[config.mk]
export PLATFORM = sky130hd
export DESIGN_NAME = mesh_element_quality_stats
export DESIGN_NICKNAME = d
export VERILOG_FILES = /design/src/hdl/meqs_pkg.sv /design/src/hdl/meqs_isqrt.sv /design/src/hdl/mesh_element_quality_stats.sv
export SDC_FILE = /design/constraint.sdc
export NUM_CORES = 2
export LEC_CHECK = 0
export BUFFER_PORTS_ARGS = -buffer_cell sky130_fd_sc_hd__buf_2
export CORE_ASPECT_RATIO = 1.25
export CORE_MARGIN = 2
export CORE_UTILIZATION = 65
export DETAILED_ROUTE_END_ITERATION = 7
export GPL_TIMING_DRIVEN = 1
export PLACE_DENSITY = 0.84
export SLEW_MARGIN = 40
export SYNTH_ARGS = -nofsm -noshare
export SYNTH_HDL_FRONTEND = slang
export SYNTH_HIERARCHICAL = 1
export SYNTH_SLANG_ARGS = --single-unit
[constraint.sdc]
create_clock -name clk_i -period 27.4 [get_ports clk_i]
set_input_delay 5.48 -clock clk_i [delete_from_list [all_inputs] [get_ports clk_i]]
set_output_delay 5.48 -clock clk_i [all_outputs]
set_load 0.1 [all_outputs]
[src/hdl/meqs_pkg.sv]
`timescale 1ns / 1ps
// -----------------------------------------------------------------------------
// meqs_pkg
// Shared types and constants for the mesh element quality statistics block.
// -----------------------------------------------------------------------------
package meqs_pkg;

  localparam int unsigned CoordW  = 24;
  localparam int unsigned AreaW   = 48;
  localparam int unsigned EdgeW   = 25;
  localparam int unsigned AspectW = 24;
  localparam int unsigned CountW  = 16;
  localparam int unsigned ProdW   = 50;  // 25 x 25 signed product
  localparam int unsigned SumW    = 51;  // shoelace accumulator

  // Configuration register index
  localparam logic [0:0] RegTriangleMode = 1'b0;

  typedef struct packed {
    logic                     new_mesh;
    logic signed [CoordW-1:0] corner0_x;
    logic signed [CoordW-1:0] corner0_y;
    logic signed [CoordW-1:0] corner1_x;
    logic signed [CoordW-1:0] corner1_y;
    logic signed [CoordW-1:0] corner2_x;
    logic signed [CoordW-1:0] corner2_y;
    logic signed [CoordW-1:0] corner3_x;
    logic signed [CoordW-1:0] corner3_y;
  } meqs_in_t;

  typedef struct packed {
    logic [AreaW-1:0]   least_area;
    logic [EdgeW-1:0]   shortest_edge;
    logic [EdgeW-1:0]   longest_edge;
    logic [AspectW-1:0] worst_aspect;
    logic [CountW-1:0]  degenerate_count;
  } meqs_out_t;

endpackage

[src/hdl/meqs_isqrt.sv]
`timescale 1ns / 1ps
// -----------------------------------------------------------------------------
// meqs_isqrt
// Digit-by-digit integer square root, one result bit per cycle.
// -----------------------------------------------------------------------------
module meqs_isqrt import meqs_pkg::*; (
  input  logic             clk_i,
  input  logic             rst_ni,
  input  logic             start_i,
  input  logic [ProdW-1:0] rad_i,
  output logic             done_o,
  output logic [EdgeW-1:0] root_o
);

  localparam int unsigned RemW = EdgeW + 3;
  localparam int unsigned CntW = $clog2(EdgeW);

  logic             busy_q, busy_d;
  logic             done_q, done_d;
  logic [CntW-1:0]  cnt_q, cnt_d;
  logic [ProdW-1:0] rad_q, rad_d;
  logic [RemW-1:0]  rem_q, rem_d;
  logic [EdgeW-1:0] root_q, root_d;
  logic [RemW-1:0]  rem_sh, trial;

  // Bring down two radicand bits and try the next root bit
  always_comb begin
    rem_sh = {rem_q[RemW-3:0], rad_q[ProdW-1 -: 2]};
    trial  = {1'b0, root_q, 2'b01};
    busy_d = busy_q;
    done_d = 1'b0;
    cnt_d  = cnt_q;
    rad_d  = rad_q;
    rem_d  = rem_q;
    root_d = root_q;
    if (start_i) begin
      busy_d = 1'b1;
      cnt_d  = '0;
      rad_d  = rad_i;
      rem_d  = '0;
      root_d = '0;
    end else if (busy_q) begin
      rad_d = {rad_q[ProdW-3:0], 2'b00};
      if (rem_sh >= trial) begin
        rem_d  = rem_sh - trial;
        root_d = {root_q[EdgeW-2:0], 1'b1};
      end else begin
        rem_d  = rem_sh;
        root_d = {root_q[EdgeW-2:0], 1'b0};
      end
      cnt_d = cnt_q + 1'b1;
      if (cnt_q == CntW'(EdgeW - 1)) begin
        busy_d = 1'b0;
        done_d = 1'b1;
      end
    end
  end

  always_ff @(posedge clk_i or negedge rst_ni) begin
    if (!rst_ni) begin
      busy_q <= 1'b0;
      done_q <= 1'b0;
      cnt_q  <= '0;
    end else begin
      busy_q <= busy_d;
      done_q <= done_d;
      cnt_q  <= cnt_d;
    end
  end

  always_ff @(posedge clk_i) begin
    rad_q  <= rad_d;
    rem_q  <= rem_d;
    root_q <= root_d;
  end

  assign done_o = done_q;
  assign root_o = root_q;

endmodule

[src/hdl/mesh_element_quality_stats.sv]
`timescale 1ns / 1ps
// -----------------------------------------------------------------------------
// mesh_element_quality_stats
// Running area, edge length and aspect ratio statistics over mesh elements.
// -----------------------------------------------------------------------------
// Usage:
//   Input channel (in_valid_i / in_ready_o / in_data_i) takes one element per
//   item: three or four Q16.8 corners and a new_mesh flag that clears the
//   running statistics first. Output channel (out_valid_o / out_ready_i /
//   out_data_o) returns one item per element with the updated statistics.
//   triangle_mode sits at APB address 0; write it only while idle.
// Sequencing:
//   Per edge: products on one shared multiplier, then the shared square-root
//   unit, plus an update step. Then a restoring divide when the shortest edge
//   is nonzero, and one final update. The input is not ready while an element
//   is in work.
// Reset clears the statistics (minimums to all ones) and triangle_mode.
// A stalled receiver holds the result; a finished element then waits in its
// update step until the output register frees.
// -----------------------------------------------------------------------------
module mesh_element_quality_stats import meqs_pkg::*; #(
  parameter int unsigned FRAC_BITS = 8
) (
  input  logic        clk_i,
  input  logic        rst_ni,
  input  logic        in_valid_i,
  output logic        in_ready_o,
  input  meqs_in_t    in_data_i,
  output logic        out_valid_o,
  input  logic        out_ready_i,
  output meqs_out_t   out_data_o,
  input  logic        psel,
  input  logic        penable,
  input  logic        pwrite,
  input  logic [2:0]  paddr,
  input  logic [31:0] pwdata,
  output logic [31:0] prdata,
  output logic        pready
);

  localparam int unsigned NumW  = EdgeW + FRAC_BITS;
  localparam int unsigned DCntW = $clog2(NumW);

  localparam logic [2:0] S_IDLE = 3'd0;
  localparam logic [2:0] S_EDGE = 3'd1;
  localparam logic [2:0] S_ROOT = 3'd2;
  localparam logic [2:0] S_DIV  = 3'd3;
  localparam logic [2:0] S_UPD  = 3'd4;

  logic [2:0] state_q, state_d;
  logic       tri_q;

  logic signed [CoordW-1:0] cx_q [4];
  logic signed [CoordW-1:0] cy_q [4];
  logic [1:0]               edge_q, edge_d, nxt;
  logic [2:0]               step_q, step_d;
  logic signed [SumW-1:0]   s_q, s_d;
  logic [ProdW-1:0]         sq_q, sq_d;
  logic signed [ProdW-1:0]  mul_q;
  logic signed [EdgeW-1:0]  op_a, op_b, dx, dy;
  logic [EdgeW-1:0]         emin_q, emin_d, emax_q, emax_d, emin_nw, emax_nw;
  logic                     last_edge;

  logic [NumW-1:0]   dnum_q, dnum_d;
  logic [EdgeW:0]    drem_q, drem_d, drem_sh;
  logic [DCntW-1:0]  dcnt_q, dcnt_d;
  logic              rok_q, rok_d;

  logic [AreaW-1:0]   area_lo_q, area_lo_d;
  logic [EdgeW-1:0]   edge_lo_q, edge_lo_d, edge_hi_q, edge_hi_d;
  logic [AspectW-1:0] max_asp_q, max_asp_d, ratio;
  logic [CountW-1:0]  deg_q, deg_d;
  logic [SumW-1:0]    mag, half;
  logic [AreaW-1:0]   area;

  logic       out_valid_q, out_valid_d;
  meqs_out_t  out_q, out_d;
  logic       sq_start, sq_done;
  logic [ProdW-1:0] sq_rad;
  logic [EdgeW-1:0] sq_root;
  logic       accept, wr_en;

  meqs_isqrt u_isqrt (
    .clk_i  (clk_i),
    .rst_ni (rst_ni),
    .start_i(sq_start),
    .rad_i  (sq_rad),
    .done_o (sq_done),
    .root_o (sq_root)
  );

  // Configuration port
  assign pready = 1'b1;
  assign wr_en  = psel && penable && pwrite && (paddr[2] == RegTriangleMode);
  assign prdata = (paddr[2] == RegTriangleMode) ? {31'd0, tri_q} : 32'd0;

  always_ff @(posedge clk_i or negedge rst_ni) begin
    if (!rst_ni) begin
      tri_q <= 1'b0;
    end else if (wr_en) begin
      tri_q <= pwdata[0];
    end
  end

  assign in_ready_o = (state_q == S_IDLE);
  assign accept     = in_valid_i && in_ready_o;

  // Edge operands
  assign last_edge = tri_q ? (edge_q == 2'd2) : (edge_q == 2'd3);
  assign nxt       = last_edge ? 2'd0 : edge_q + 2'd1;
  assign dx = {cx_q[edge_q][CoordW-1], cx_q[edge_q]} - {cx_q[nxt][CoordW-1], cx_q[nxt]};
  assign dy = {cy_q[edge_q][CoordW-1], cy_q[edge_q]} - {cy_q[nxt][CoordW-1], cy_q[nxt]};

  // Shared multiplier operand select
  always_comb begin
    unique case (step_q)
      3'd0: begin
        op_a = EdgeW'(cx_q[edge_q]);
        op_b = EdgeW'(cy_q[nxt]);
      end
      3'd1: begin
        op_a = EdgeW'(cx_q[nxt]);
        op_b = EdgeW'(cy_q[edge_q]);
      end
      3'd2: begin
        op_a = dx;
        op_b = dx;
      end
      default: begin
        op_a = dy;
        op_b = dy;
      end
    endcase
  end

  always_ff @(posedge clk_i) begin
    mul_q <= op_a * op_b;
  end

  assign emin_nw = (sq_root < emin_q) ? sq_root : emin_q;
  assign emax_nw = (sq_root > emax_q) ? sq_root : emax_q;
  assign sq_rad  = sq_q + ProdW'(mul_q);

  // Area and ratio
  assign mag   = s_q[SumW-1] ? SumW'(-s_q) : SumW'(s_q);
  assign half  = (mag + 1'b1) >> 1;
  assign area  = (|half[SumW-1:AreaW]) ? '1 : half[AreaW-1:0];
  assign ratio = (|dnum_q[NumW-1:AspectW]) ? '1 : dnum_q[AspectW-1:0];
  assign drem_sh = {drem_q[EdgeW-1:0], dnum_q[NumW-1]};

  // Sequencer
  always_comb begin
    state_d    = state_q;
    edge_d     = edge_q;
    step_d     = step_q;
    s_d        = s_q;
    sq_d       = sq_q;
    emin_d     = emin_q;
    emax_d     = emax_q;
    dnum_d     = dnum_q;
    drem_d     = drem_q;
    dcnt_d     = dcnt_q;
    rok_d      = rok_q;
    area_lo_d  = area_lo_q;
    edge_lo_d  = edge_lo_q;
    edge_hi_d  = edge_hi_q;
    max_asp_d  = max_asp_q;
    deg_d      = deg_q;
    out_valid_d = out_valid_q && !out_ready_i;
    out_d      = out_q;
    sq_start   = 1'b0;
    unique case (state_q)
      S_IDLE: begin
        if (accept) begin
          state_d = S_EDGE;
          edge_d  = '0;
          step_d  = '0;
          s_d     = '0;
          emin_d  = '1;
          emax_d  = '0;
          rok_d   = 1'b0;
          if (in_data_i.new_mesh) begin
            area_lo_d = '1;
            edge_lo_d = '1;
            edge_hi_d = '0;
            max_asp_d = '0;
            deg_d     = '0;
          end
        end
      end
      S_EDGE: begin
        step_d = step_q + 3'd1;
        unique case (step_q)
          3'd0: ;
          3'd1: s_d = s_q + SumW'(mul_q);
          3'd2: s_d = s_q - SumW'(mul_q);
          3'd3: sq_d = ProdW'(mul_q);
          default: begin
            sq_start = 1'b1;
            state_d  = S_ROOT;
          end
        endcase
      end
      S_ROOT: begin
        if (sq_done) begin
          emin_d = emin_nw;
          emax_d = emax_nw;
          step_d = '0;
          if (!last_edge) begin
            edge_d  = nxt;
            state_d = S_EDGE;
          end else if (emin_nw != '0) begin
            dnum_d  = {emax_nw, FRAC_BITS'(0)};
            drem_d  = '0;
            dcnt_d  = '0;
            state_d = S_DIV;
          end else begin
            state_d = S_UPD;
          end
        end
      end
      S_DIV: begin
        // Restoring divide, one quotient bit per cycle
        if (drem_sh >= {1'b0, emin_q}) begin
          drem_d = drem_sh - {1'b0, emin_q};
          dnum_d = {dnum_q[NumW-2:0], 1'b1};
        end else begin
          drem_d = drem_sh;
          dnum_d = {dnum_q[NumW-2:0], 1'b0};
        end
        dcnt_d = dcnt_q + 1'b1;
        if (dcnt_q == DCntW'(NumW - 1)) begin
          rok_d   = 1'b1;
          state_d = S_UPD;
        end
      end
      default: begin
        // Fold the element into the statistics once the output frees
        if (!out_valid_q || out_ready_i) begin
          if (area == '0 && deg_q != '1) deg_d = deg_q + 1'b1;
          if (area < area_lo_q) area_lo_d = area;
          if (emin_q < edge_lo_q) edge_lo_d = emin_q;
          if (emax_q > edge_hi_q) edge_hi_d = emax_q;
          if (rok_q && ratio > max_asp_q) max_asp_d = ratio;
          out_d.least_area       = (area < area_lo_q) ? area : area_lo_q;
          out_d.shortest_edge    = (emin_q < edge_lo_q) ? emin_q : edge_lo_q;
          out_d.longest_edge     = (emax_q > edge_hi_q) ? emax_q : edge_hi_q;
          out_d.worst_aspect     = (rok_q && ratio > max_asp_q) ? ratio : max_asp_q;
          out_d.degenerate_count = (area == '0 && deg_q != '1) ? deg_q + 1'b1 : deg_q;
          out_valid_d = 1'b1;
          state_d     = S_IDLE;
        end
      end
    endcase
  end

  always_ff @(posedge clk_i or negedge rst_ni) begin
    if (!rst_ni) begin
      state_q     <= S_IDLE;
      out_valid_q <= 1'b0;
      edge_q      <= '0;
      step_q      <= '0;
      dcnt_q      <= '0;
      rok_q       <= 1'b0;
      area_lo_q   <= '1;
      edge_lo_q   <= '1;
      edge_hi_q   <= '0;
      max_asp_q   <= '0;
      deg_q       <= '0;
    end else begin
      state_q     <= state_d;
      out_valid_q <= out_valid_d;
      edge_q      <= edge_d;
      step_q      <= step_d;
      dcnt_q      <= dcnt_d;
      rok_q       <= rok_d;
      area_lo_q   <= area_lo_d;
      edge_lo_q   <= edge_lo_d;
      edge_hi_q   <= edge_hi_d;
      max_asp_q   <= max_asp_d;
      deg_q       <= deg_d;
    end
  end

  // Payload registers
  always_ff @(posedge clk_i) begin
    s_q    <= s_d;
    sq_q   <= sq_d;
    emin_q <= emin_d;
    emax_q <= emax_d;
    dnum_q <= dnum_d;
    drem_q <= drem_d;
    out_q  <= out_d;
    if (accept) begin
      cx_q[0] <= in_data_i.corner0_x;
      cy_q[0] <= in_data_i.corner0_y;
      cx_q[1] <= in_data_i.corner1_x;
      cy_q[1] <= in_data_i.corner1_y;
      cx_q[2] <= in_data_i.corner2_x;
      cy_q[2] <= in_data_i.corner2_y;
      cx_q[3] <= in_data_i.corner3_x;
      cy_q[3] <= in_data_i.corner3_y;
    end
  end

  assign out_valid_o = out_valid_q;
  assign out_data_o  = out_q;

endmodule
==> metrics.txt <==
# TYPE chip_impl_metric gauge
chip_impl_metric{name="synth.yosys.seq_area_share",unit="%"} 31.4
chip_impl_metric{name="syn_to_final_growth",unit="%"} 8.30
chip_impl_metric{name="die_width",unit="um"} 310
chip_impl_metric{name="period_share",unit="%"} 50.2
chip_impl_metric{name="post_dp_cell_area",unit="sq mm"} 0.0793
chip_impl_metric{name="routed_via_density",unit=""} 6.18
chip_impl_metric{name="post-route-min-period",unit="ns"} 13.74
chip_impl_metric{name="io_pins",unit=""} 408
chip_impl_metric{name="gr-total-overflow",unit=""} 0
chip_impl_metric{name="grt_pass1_vias",unit=""} 60900
chip_impl_metric{name="register_bit_count_reported_by_yosys",unit=""} 852
chip_impl_metric{name="design.core.area",unit="sq mm"} 0.116
chip_impl_info{name="cp_common_cell",value="sky130_fd_sc_hd__fa_1"} 1
chip_impl_metric{name="grt_pass1_wl",unit="um"} 317000
chip_impl_metric{name="synthesis.area",unit="sq mm"} 0.0760
chip_impl_metric{name="avgRoutedWirePerCell",unit="um"} 20.7
chip_impl_metric{name="post_cts.resized_instances",unit=""} 0
chip_impl_info{name="cpMaxStageDelayCell",value="sky130_fd_sc_hd__fa_1"} 1
chip_impl_metric{name="skew",unit="ns"} 0.0512
chip_impl_metric{name="setup_viol_count_final",unit=""} 0
chip_impl_info{name="grt_setup_unrepaired",value="no"} 1
chip_impl_metric{name="synth_enable_flop_cells",unit=""} 589
chip_impl_metric{name="final_layout_size_suffix_gt1_share",unit="%"} 11.9
chip_impl_metric{name="finalWirelength",unit="um"} 199000
chip_impl_metric{name="holdWs",unit="ns"} 0.492
chip_impl_metric{name="post_synth_inst_count",unit=""} 7796
chip_impl_metric{name="gp_routability_congestion",unit=""} 0.984
chip_impl_info{name="synthTopCellsByArea",value="sky130_fd_sc_hd__edfxtp_1 (23%), sky130_fd_sc_hd__fa_1 (17%), sky130_fd_sc_hd__ha_1 (8.6%)"} 1
chip_impl_info{name="run_status",value="complete, no violations"} 1
chip_impl_metric{name="asyncSetResetFlopFracSynth",unit="%"} 19.0
chip_impl_metric{name="worst-path-max-fanout",unit=""} 48
chip_impl_info{name="list_of_most_frequent_post_synthesis_cells",value="sky130_fd_sc_hd__inv_1 (976), sky130_fd_sc_hd__nand2_1 (837), sky130_fd_sc_hd__fa_1 (663)"} 1
chip_impl_metric{name="distinct_cell_type_count_of_the_synthesized_netlist",unit=""} 111
chip_impl_info{name="crit_type",value="reg2reg"} 1
chip_impl_metric{name="timing.setup.tns",unit="ns"} 0
chip_impl_metric{name="grt_max_degree",unit=""} 128
chip_impl_metric{name="drc",unit=""} 0
chip_impl_metric{name="clock_sink_count",unit=""} 852
chip_impl_metric{name="cts.htree.levels",unit=""} 3
chip_impl_metric{name="finalInstanceArea",unit="sq mm"} 0.0823
chip_impl_metric{name="total_iterations_of_the_first_detailed_routing_run",unit=""} 7
chip_impl_metric{name="drt.antenna.violating_nets",unit=""} 0
chip_impl_metric{name="post-dp-hpwl",unit="um"} 151000
chip_impl_metric{name="routed-via-count",unit=""} 59600
chip_impl_metric{name="nNetsFinal",unit=""} 9420
chip_impl_metric{name="final-max-slew-violation-count",unit=""} 0
chip_impl_info{name="worst_hold_path_type",value="reg2reg"} 1
chip_impl_metric{name="mean_cell_area_of_the_mapped_netlist",unit="sq um"} 9.75
chip_impl_metric{name="non_filler_instance_count_after_layout",unit=""} 9636
chip_impl_metric{name="dp_cells",unit=""} 9471
chip_impl_info{name="ys_flop_type",value="sky130_fd_sc_hd__edfxtp_1"} 1
chip_impl_metric{name="die-height",unit="um"} 386
chip_impl_metric{name="synth.yosys.warnings",unit=""} 6
chip_impl_metric{name="maxClockFrequency",unit="GHz"} 0.0728
chip_impl_metric{name="insertion_delay",unit="ns"} 0.72
chip_impl_metric{name="holdBufCountCts",unit=""} 0
chip_impl_metric{name="antenna_found_initial",unit=""} 1
chip_impl_info{name="top_cell_type_by_total_area_after_synthesis",value="sky130_fd_sc_hd__edfxtp_1"} 1
chip_impl_metric{name="die-area",unit="sq mm"} 0.120
chip_impl_metric{name="tightestPinTransition",unit="ns"} 0.947
chip_impl_metric{name="clkTransAtPathRegs",unit="ns"} 0.06
chip_impl_metric{name="worst-endpoint-required",unit="ns"} 27.96
chip_impl_metric{name="cap_violations",unit=""} 0
chip_impl_metric{name="numCtsBuffers",unit=""} 87
chip_impl_info{name="tritoncts_clock_tree",value="built"} 1
chip_impl_metric{name="finalHoldViolations",unit=""} 0
chip_impl_metric{name="start_util",unit="%"} 65.4
chip_impl_metric{name="drt_iter0_drc",unit=""} 4993
chip_impl_info{name="cp-end-kind",value="register"} 1
chip_impl_metric{name="yosys_top_cell_area_share",unit="%"} 23.3
chip_impl_metric{name="placement_rows",unit=""} 140
chip_impl_metric{name="globalRouteTotalUtil",unit="%"} 33.7
chip_impl_metric{name="worst_ep_arrival_time",unit="ns"} 14.30
chip_impl_metric{name="clock_path_buffers",unit=""} 3
chip_impl_metric{name="worst_slew_margin_rel",unit="%"} 36.2
chip_impl_metric{name="timing.critical_path.slowest_cell_delay",unit="ns"} 0.89
chip_impl_metric{name="number_of_port_buffers",unit=""} 342
chip_impl_info{name="clock_tree.root_cell",value="sky130_fd_sc_hd__clkbuf_16"} 1
chip_impl_info{name="synth_most_common_cell",value="sky130_fd_sc_hd__inv_1"} 1
chip_impl_info{name="worstSetupStartpointType",value="register"} 1
chip_impl_metric{name="post_cts.repair.setup_buffers",unit=""} 0
==> state kept, by name (all words and copies together) (netlist names), 26 cells and up <==
register,cells
sq_q,50
cy_q,96
cx_q,96
mul_q,50
out_data_o,138
u_isqrt/rad_q,50
area_lo_q,48
dnum_q,33
u_isqrt/rem_q,26
s_q,51
==> worst max-delay path, delay by kind of cell (launching register included) <==
family / cells / cell delay, ns
AND/OR/NAND/NOR: 7 / 1.56
buffers and inverters: 9 / 1.80
XOR/XNOR: 1 / 0.45
adder cells (fa/ha/maj): 10 / 5.08
flip-flops: 1 / 0.37
AO/OA/AOI/OAI: 17 / 4.14
multiplexers: 1 / 0.16
==> routing by layer <==
| metal | track usage [%] | vias up | wire length (um) |
|---|---|---|---|
| met2 | 57.3 | 2901 | 96300 |
| met4 | 20.4 | 0 | 13700 |
| met1 | 39.9 | 28900 | 73100 |
| li1 | - | 27100 | - |
| met5 | 0 | - | 0 |
| met3 | 5.89 | 740 | 16400 |
==> area by class of cell <==
| class | instances | area, sq um |
|---|---|---|
| Multi-Input combinational cell | 5640 | 47300 |
| Fill cell | 8432 | 34000 |
| Sequential cell | 852 | 23900 |
| Inverter | 976 | 3680 |
| Timing Repair Buffer | 443 | 2510 |
| Clock buffer | 114 | 2410 |
| Tap cell | 1562 | 1950 |
| Clock inverter | 48 | 562 |
| Antenna cell | 1 | 2.50 |
==> final timing paths <==
path,from,cells past startpoint,slack (ns),to
min in group asynchronous,rst_ni,1,4.80,tri_q$_DFFE_PN0P_
worst min register to register,u_isqrt/rem_q[25]$_SDFFE_PP0P_,2,0.49,u_isqrt/rem_q[25]$_SDFFE_PP0P_
max in group asynchronous,rst_ni,2,21.27,u_isqrt/busy_q$_DFF_PN0_
worst min-delay path,u_isqrt/rem_q[25]$_SDFFE_PP0P_,2,0.49,u_isqrt/rem_q[25]$_SDFFE_PP0P_
worst max register to register,tri_q$_DFFE_PN0P_,45,13.66,mul_q[49]$_DFF_P_
worst max-delay path,tri_q$_DFFE_PN0P_,45,13.66,mul_q[49]$_DFF_P_
==> cells by family (layout without fill, tap and decap cells) <==
kind of cell,Yosys count,in the layout,share of synthesized area (%)
other,2,33,0.00988
AO/OA/AOI/OAI,1536,1536,13.3
AND/OR/NAND/NOR,2272,2272,13.9
XOR/XNOR,374,374,4.31
buffers and inverters,1334,1581,6.94
multiplexers,241,241,4.11
flip-flops,852,852,31.4
adder cells (fa/ha/maj),1185,1185,26.1
==> placed cells by master (no fill, tap or decap), types with 75 or more instances in the layout <==
cell	count
sky130_fd_sc_hd__edfxtp_1	589
sky130_fd_sc_hd__inv_1	973
sky130_fd_sc_hd__nand2_1	831
sky130_fd_sc_hd__nand2b_1	83
sky130_fd_sc_hd__a21oi_1	335
sky130_fd_sc_hd__buf_2	343
sky130_fd_sc_hd__o22a_1	75
sky130_fd_sc_hd__fa_1	662
sky130_fd_sc_hd__mux2i_1	104
sky130_fd_sc_hd__clkbuf_16	90
sky130_fd_sc_hd__nand3_1	122
sky130_fd_sc_hd__nor3_1	103
sky130_fd_sc_hd__nor2_1	596
sky130_fd_sc_hd__ha_1	522
sky130_fd_sc_hd__nor2b_1	86
sky130_fd_sc_hd__xnor2_1	217
sky130_fd_sc_hd__a21o_1	144
sky130_fd_sc_hd__dfxtp_1	101
sky130_fd_sc_hd__dfrtp_1	85
sky130_fd_sc_hd__buf_4	90
sky130_fd_sc_hd__o21ai_0	400
sky130_fd_sc_hd__mux2_2	89
sky130_fd_sc_hd__xor2_1	157
==> through the flow <==
| stage | setup slack, ns | util, % |
|---|---|---|
| after floorplan | 15.10 | - |
| after global placement | 13.67 | 68.1 |
| after detailed placement | 13.85 | 68.2 |
| after CTS | 13.75 | 70.7 |
| after global routing | 12.87 | 70.8 |
| final | 13.66 | 70.8 |
Power is not shown: default switching activity piles up to over one toggle a cycle in this logic, so the estimate is an artifact.
